<file path="config.mk">
export PLATFORM = sky130hd
export DESIGN_NAME = pyd_math
export DESIGN_NICKNAME = d
export VERILOG_FILES = /design/src/pyd_pkg.sv /design/src/pyd_math.sv
export SDC_FILE = /design/constraint.sdc
export NUM_CORES = 1
export LEC_CHECK = 0
export BUFFER_PORTS_ARGS = -buffer_cell sky130_fd_sc_hd__buf_2
export CORE_MARGIN = 2
export CORE_UTILIZATION = 50
export DETAILED_ROUTE_END_ITERATION = 7
export GPL_TIMING_DRIVEN = 0
export PLACE_DENSITY = 0.77
export SYNTH_ARGS = -nofsm -noshare
export SYNTH_HDL_FRONTEND = slang
export SYNTH_SLANG_ARGS = --single-unit
</file>
<file path="constraint.sdc">
create_clock -name clk -period 8.3 [get_ports clk]
set_input_delay 1.66 -clock clk [delete_from_list [all_inputs] [get_ports clk]]
set_output_delay 1.66 -clock clk [all_outputs]
set_load 0.005 [all_outputs]
</file>
<file path="src/pyd_pkg.sv">
package pyd_pkg;

  localparam int MAX_GROUPS = 1024;
  localparam int COL_W      = (MAX_GROUPS > 1) ? $clog2(MAX_GROUPS) : 1;
  localparam int GPR_W      = 11;
  localparam int EFF_W      = (COL_W + 1 > GPR_W) ? COL_W + 1 : GPR_W;
  localparam int WORD_W     = 32;
  localparam int CFG_AW     = 3;
  localparam int CFG_DW     = 32;

  localparam logic [GPR_W-1:0] GPR_RESET = GPR_W'(320);

  // register index, taken from paddr bit 2
  localparam logic REG_FORMAT = 1'b0;
  localparam logic REG_GPR    = 1'b1;

  localparam logic MODE_UYVY = 1'b0;
  localparam logic MODE_YUYV = 1'b1;

  localparam logic [7:0] Y_SCALE  = 8'd219;
  localparam logic [7:0] C_SCALE  = 8'd224;
  localparam logic [7:0] Y_OFFSET = 8'd16;
  localparam logic [7:0] C_OFFSET = 8'd128;

  typedef struct packed {
    logic [7:0] byte_a;
    logic [7:0] byte_b;
    logic [7:0] byte_c;
    logic [7:0] byte_d;
    logic       frame_start;
  } in_word_t;

  typedef struct packed {
    logic [7:0] luma_out;
    logic [7:0] cb_out;
    logic [7:0] cr_out;
    logic       row_end;
  } out_word_t;

  typedef struct packed {
    logic s2_load;
    logic out_load;
  } pipe_ctl_t;

endpackage

</file>
<file path="src/pyd_math.sv">
module pyd_math (
  input  logic                        clk,
  input  pyd_pkg::pipe_ctl_t          ctl,
  input  logic [pyd_pkg::WORD_W-1:0]  cur_word,
  input  logic [pyd_pkg::WORD_W-1:0]  up_word,
  input  logic                        mode,
  input  logic                        last,
  output pyd_pkg::out_word_t          out_data
);

  function automatic logic [9:0] div255(input logic [17:0] x);
    logic [25:0] p;
    logic [9:0]  q;
    logic [17:0] r;
    begin
      p = {x, 8'd0} + 26'(x);
      q = p[25:16];
      r = x - ({q, 8'd0} - 18'(q));
      if (r >= 18'd255) begin
        q = q + 10'd1;
      end
      return q;
    end
  endfunction

  function automatic logic [7:0] chroma_fin(input logic [15:0] m, input logic neg);
    logic [9:0] q;
    logic [7:0] h;
    begin
      q = div255(18'(m));
      h = 8'(q >> 1);
      return neg ? (pyd_pkg::C_OFFSET - h) : (pyd_pkg::C_OFFSET + h);
    end
  endfunction

  // stage two: sums and scaling products
  logic        s2_mode_r, s2_last_r;
  logic [7:0]  s2_y0_r, s2_cb0_r, s2_cr0_r;
  logic [17:0] s2_xy_r;
  logic [15:0] s2_mu_r, s2_mv_r;
  logic        s2_su_r, s2_sv_r;

  logic [7:0]  ga, gb, gc, gd, ua, ub, uc, ud;
  logic [9:0]  lsum0, ysum1;
  logic [8:0]  cbsum0, crsum0;
  logic signed [8:0] us, vs;
  logic [8:0]  au, av;

  assign {gd, gc, gb, ga} = cur_word;
  assign {ud, uc, ub, ua} = up_word;

  always_comb begin
    lsum0  = 10'(gb) + 10'(ub) + 10'(gd) + 10'(ud);
    cbsum0 = 9'(ga) + 9'(ua);
    crsum0 = 9'(gc) + 9'(uc);
    ysum1  = 10'(ga) + 10'(ua) + 10'(gc) + 10'(uc);
    us     = $signed({gb[7], gb}) + $signed({ub[7], ub});
    vs     = $signed({gd[7], gd}) + $signed({ud[7], ud});
    au     = us[8] ? 9'(-us) : 9'(us);
    av     = vs[8] ? 9'(-vs) : 9'(vs);
  end

  always_ff @(posedge clk) begin
    if (ctl.s2_load) begin
      s2_mode_r <= mode;
      s2_last_r <= last;
      s2_y0_r   <= lsum0[9:2];
      s2_cb0_r  <= cbsum0[8:1];
      s2_cr0_r  <= crsum0[8:1];
      s2_xy_r   <= 18'(ysum1) * 18'(pyd_pkg::Y_SCALE);
      s2_mu_r   <= 16'(au) * 16'(pyd_pkg::C_SCALE);
      s2_mv_r   <= 16'(av) * 16'(pyd_pkg::C_SCALE);
      s2_su_r   <= us[8];
      s2_sv_r   <= vs[8];
    end
  end

  // output stage: divide by 255 and offset in YUYV mode, plain averages in UYVY mode
  pyd_pkg::out_word_t out_r, out_nxt;
  logic [9:0] qy;

  always_comb begin
    qy = div255(s2_xy_r);
    out_nxt.row_end = s2_last_r;
    unique case (s2_mode_r)
      pyd_pkg::MODE_UYVY: begin
        out_nxt.luma_out = s2_y0_r;
        out_nxt.cb_out   = s2_cb0_r;
        out_nxt.cr_out   = s2_cr0_r;
      end
      pyd_pkg::MODE_YUYV: begin
        out_nxt.luma_out = 8'(qy >> 2) + pyd_pkg::Y_OFFSET;
        out_nxt.cb_out   = chroma_fin(s2_mu_r, s2_su_r);
        out_nxt.cr_out   = chroma_fin(s2_mv_r, s2_sv_r);
      end
      default: begin
        out_nxt.luma_out = s2_y0_r;
        out_nxt.cb_out   = s2_cb0_r;
        out_nxt.cr_out   = s2_cr0_r;
      end
    endcase
  end

  always_ff @(posedge clk) begin
    if (ctl.out_load) begin
      out_r <= out_nxt;
    end
  end

  assign out_data = out_r;

endmodule

</file>
Word-level counts from Yosys, hierarchy flattened

Index checks and enable logic that the tools add are counted.

Flip-flop bits (word level): 93
Input port bits: 69
Output and inout bits: 25
Word-level logic and storage cells: 60

Add/sub/neg operators: 29
Multipliers: 3
Magnitude comparators: 3
Multiplexer cells: 10
Bitwise logic cells: 1

Operator list:

| cell                                                                   | count |
|---|---|
| 8-bit by 8-bit adder with 9-bit output                                 | 6 |
| 18-bit by 8-bit >= comparator with 1-bit output, second input constant | 3 |
| 9-bit two-way mux                                                      | 6 |
| 24-bit by 16-bit adder with 25-bit output                              | 2 |
| 24-bit case mux with 2 select lines                                    | 1 |
| 16-bit by 18-bit subtractor with 18-bit output                         | 2 |
| 17-bit by 9-bit subtractor with 18-bit output                          | 2 |
| 26-bit by 18-bit adder with 26-bit output                              | 1 |
| 9-bit by 3-bit multiplier with 11-bit output, second input constant    | 2 |
| 10-bit by 8-bit adder with 10-bit output                               | 2 |
| 9-bit by 8-bit adder with 10-bit output                                | 2 |
| 9-bit by 1-bit adder with 9-bit output, second input constant          | 2 |
| 10-bit by 8-bit multiplier with 18-bit output, second input constant   | 1 |
| 9-bit negation                                                         | 2 |
| 18-bit by 10-bit subtractor with 18-bit output                         | 1 |
| 18-bit subtractor                                                      | 1 |
| 8-bit adder, first input constant                                      | 2 |
| 8-bit two-way mux                                                      | 2 |
| 8-bit subtractor, first input constant                                 | 2 |
| 10-bit by 1-bit adder with 10-bit output, second input constant        | 1 |
| 10-bit two-way mux                                                     | 1 |
| 8-bit by 5-bit adder with 8-bit output, second input constant          | 1 |
| 1-bit NOT                                                              | 1 |

Longest topological paths before layout

Depth after elaboration: 9
Depth in mapped cells: 27
Mapped depth without buffers: 27

Worst setup path after synthesis

No wires, ideal clock.

Kind: input port to flip-flop
Start: input cur_word[1] in the netlist's numbering
End: register s2_xy_r[17], data pin
Setup time: 0.260 ns
Data arrival time: 7.193 ns
Data required time: 8.040 ns
Path slack: 0.847 ns
Cell stages on the path: 25
Path buffers: 0
Cell sequence: fa_1 -> fa_1 -> ha_1 -> fa_1 -> a21oi_1 -> nor2_1 -> nor2_1 -> o21bai_1 -> a21oi_1 -> xnor2_1 -> fa_1 -> fa_1 -> inv_1 -> fa_1 -> inv_1 -> ha_1 -> inv_1 -> o21bai_1 -> a21oi_1 -> o21bai_1 -> a21oi_1 -> o211ai_1 -> a31o_2 -> a21oi_1 -> xnor2_1

Longest elaborated chain between the ends: 4

RTL lines:

| what                                          | line           | source |
|---|---|---|
| from (decl)                                   | pyd_math.sv:4  | `input logic [pyd_pkg::WORD_W-1:0] cur_word,` |
| 8-bit by 8-bit adder with 9-bit output        | pyd_math.sv:56 | `ysum1 = 10'(ga) + 10'(ua) + 10'(gc) + 10'(uc);` |
| 9-bit by 8-bit adder with 10-bit output       | pyd_math.sv:56 |  |
| 10-bit by 8-bit adder with 10-bit output      | pyd_math.sv:56 |  |
| 10-bit by 8-bit multiplier with 18-bit output | pyd_math.sv:70 | `s2_xy_r <= 18'(ysum1) * 18'(pyd_pkg::Y_SCALE);` |
| to (signal assigned)                          | pyd_math.sv:70 |  |
| to (decl)                                     | pyd_math.sv:39 | `logic [17:0] s2_xy_r;` |

No other way between the ends.
A chain may end at the register's enable or synchronous reset.

Worst setup path after layout

Same ends and word-level chain as after synthesis.

==> flow_metrics.py <==
metrics = {
    "synth": {
        "ys_top_cells_by_area": "edfxtp_1 (20%), ha_1 (20%), fa_1 (12%)",
        "ys_warn_count": 0,
        "avgSynthCellArea_um2": 9.26,
        "ys_seq_elements": 93,
        "synth_top_cell_area_share": 0.204,
        "async_reset_ff_frac": 0,
        "yosysUniqueCellTypes": 85,
        "yosys-top-cells-count": "ha_1 (218), inv_1 (192), xnor2_1 (115)",
        "syn_area_mm2": 0.0137,
        "syn_nets": 1848,
        "ys_seq_area_frac": 0.204,
        "synthFlopType": "edfxtp_1",
        "synth_top_cell_by_area": "edfxtp_1",
        "synthCells": 1478,
        "synth.most_common_cell": "ha_1",
        "synth_edf_count": 93,
    },
    "sta": {
        "hold_violations": 0,
        "drv_slew": 0,
        "slew_headroom": 0.360,
        "finalSetupTns_ns": 0,
        "setup_viol": 0,
        "rsz0062_at_grt": "false",
        "fmax_mhz": 129,
        "worst_pin_slew_ns": 0.933,
        "period_minus_slack_ns": 7.74,
        "period_share": 0.932,
        "fin_skew_ns": 0.0108,
    },
    "floorplan": {
        "die_h_um": 169,
        "core_area_mm2": 0.0270,
        "die_area_mm2": 0.0287,
        "die_w_um": 169,
        "start_util": 0.508,
        "rows": 60,
        "pin_count": 94,
    },
    "route": {
        "drt_iter0_drc": 833,
        "vias": 11200,
        "wire_per_inst_um": 16.3,
        "drtPass1Iterations": 6,
        "wirelength_um": 31400,
        "drc": 0,
        "antenna_left": 0,
        "via_per_inst": 5.79,
    },
    "worst_setup_path": {
        "endpoint_kind": "register",
        "critical_path_arrival_ns": 7.83,
        "ff2ff_path_depth": 25,
        "worstPathMaxFanout": 4,
        "rr_endpoint": "out_data[23]",
        "crit_start": "cur_word[1]",
        "cp_top_family": "adder cells",
        "cp_num_buf_inv": 4,
        "critPathRequiredTime_ns": 8.39,
        "r2r_setup_slack_ns": 1.02,
        "cpPeakStageDelay_ns": 0.57,
        "critPathKind": "in -> reg",
        "worst_path_most_repeated_cell": "fa_1",
        "reg2reg_from": "s2_xy_r[9]",
        "critPathSlowestCell": "fa_1",
        "crit_path_start_kind": "input pin",
        "cp-endpoint": "s2_xy_r[17]",
        "path_depth": 26,
    },
    "cts": {
        "cts_setup_buffers": 0,
        "cts.htree.levels": 3,
        "post_cts_resized": 0,
        "cts-root-buf": "clkbuf_16",
        "cts.path.max_buffers": 2,
        "cts_made_buffers": 9,
        "cts_tree": "yes",
        "clk_pin_slew_ns": 0.07,
        "clock-sinks": 93,
        "hold_buffers": 0,
        "clock_latency_ns": 0.35,
    },
    "placed_design": {
        "hpwl_um": 26200,
        "dp.cells": 1913,
        "gp_congestion": 0.929,
        "io_buffers": 93,
    },
    "layout": {
        "area_delta_synth_final_pct": 8.98,
        "nNetsFinal": 1953,
        "layout-drive-gt1-share": 0.0976,
        "n_fill_cell": 2354,
        "fin_cells": 1929,
        "antennaDiodeCount": 0,
    },
    "global_route": {
        "grt_antenna_before_repair": 0,
        "grtUsageTotal": 0.223,
        "grt_pass1_vias": 11000,
        "grt-ovfl-total": 0,
        "grt_pass1_wl_um": 52400,
        "grt_max_degree": 38,
    },
    "outcome": {
        "status": "completed",
    },
    "min_path": {
        "hold_path_class": "reg -> reg",
    },
    "flow_run": {
        "drv_cap": 0,
    },
}
worst reg2reg max path, cell delays in order (launching register included):
cell and delay [ns]:
edfxtp_1 0.47, ha_1 0.31, a31o_2 0.24, a21oi_1 0.15, o221ai_1 0.16, o21ai_0 0.36, a21oi_1 0.20, and3_1 0.26
ha_1 0.35, clkinv_1 0.29, ha_1 0.39, inv_1 0.04, ha_1 0.25, or4_1 0.60, o21ai_0 0.30, a21oi_1 0.19
a2111o_1 0.32, a32oi_1 0.21, nand4_1 0.27, o2111ai_1 0.67, nor2_1 0.15, xnor2_1 0.16, ha_1 0.19, xnor2_1 0.15
nor4_1 0.26, o31ai_1 0.10
metal layers:
metal	wire length [µm]	vias to the layer above	GRT usage
met1	13400	5357	0.275
li1	-	5499	-
met2	16100	259	0.407
met4	906	0	0.0743
met5	0	-	0
met3	1070	49	0.0219
registers in the layout (all words and copies together), names as in the netlist, 8 cells and up:
| name | count |
|---|---|
| s2_xy_r | 18 |
| out_data | 25 |
| s2_cb0_r | 8 |
| s2_mv_r | 11 |
| s2_cr0_r | 8 |
| s2_y0_r | 8 |
| s2_mu_r | 11 |
final cells by class:
| type | count | area (µm²) | share of cell area |
|---|---|---|---|
| plain buffers | 32 | 139 | 0.00931 |
| clock buffers | 9 | 225 | 0.0151 |
| clock inverters | 7 | 92.6 | 0.00620 |
| inverters | 193 | 724 | 0.0485 |
| multi-input cells | 1160 | 10000 | 0.673 |
| flip-flops and latches | 93 | 2790 | 0.187 |
| well taps | 341 | 427 | 0.0286 |
| repair buffers | 94 | 485 | 0.0325 |
cells in the final DEF, fill, tap and decap left out, types with 10 or more instances in the layout:
cell,n
inv_1,192
fa_1,83
o21ai_0,49
a31oi_1,11
o211ai_1,17
and3_1,19
buf_2,102
nor2_1,74
nor2b_1,15
nand4_1,19
xor2_1,29
clkbuf_1,21
o2111ai_1,12
and2_1,19
nand2b_1,15
xnor2_1,115
ha_1,218
or4_1,10
nand2_1,61
nand3_1,34
nor3_1,28
a21oi_1,112
mux2i_1,10
edfxtp_1,93
a21o_1,38
o21bai_1,27
how the worst min path moves through the flow:
| stage | startpoint | to | slack, ns | depth (start not counted) |
|---|---|---|---|---|
| 2_1_floorplan | s2_last_r | out_data[0] | 0.40 | 0 |
| 4_1_cts | s2_last_r | out_data[0] | 0.44 | 0 |
| 5_1_grt | s2_last_r | out_data[0] | 0.46 | 0 |
| 3_5_place_dp | s2_last_r | out_data[0] | 0.41 | 0 |
| 3_3_place_gp | s2_last_r | out_data[0] | 0.42 | 0 |
| 6_report | s2_last_r | out_data[0] | 0.44 | 0 |
kinds of logic (layout without fill, tap and decap cells):
logic type / count (synthesis) / count (layout) / synth area share
compound gates: 360 / 360 / 0.178
xor+xnor: 144 / 144 / 0.0921
fa+ha+maj: 301 / 301 / 0.321
buf+inv: 225 / 335 / 0.0631
flops: 93 / 93 / 0.204
mux: 17 / 17 / 0.0131
simple gates: 338 / 338 / 0.129
through the flow:
step / hold slack [ns] / utilization / instance area [µm²] / setup WS [ns]
floorplan: 0.400 / - / 13700 / 0.847
global placement: 0.418 / 0.541 / 14600 / 0.305
detailed placement: 0.411 / 0.542 / 14600 / 0.221
CTS: 0.442 / 0.554 / 14900 / 0.559
global route: 0.461 / 0.554 / 14900 / 0.263
finish: 0.444 / 0.554 / 14900 / 0.564
Power is not shown: default switching activity piles up to over one toggle a cycle in this logic, so the estimate is an artifact.
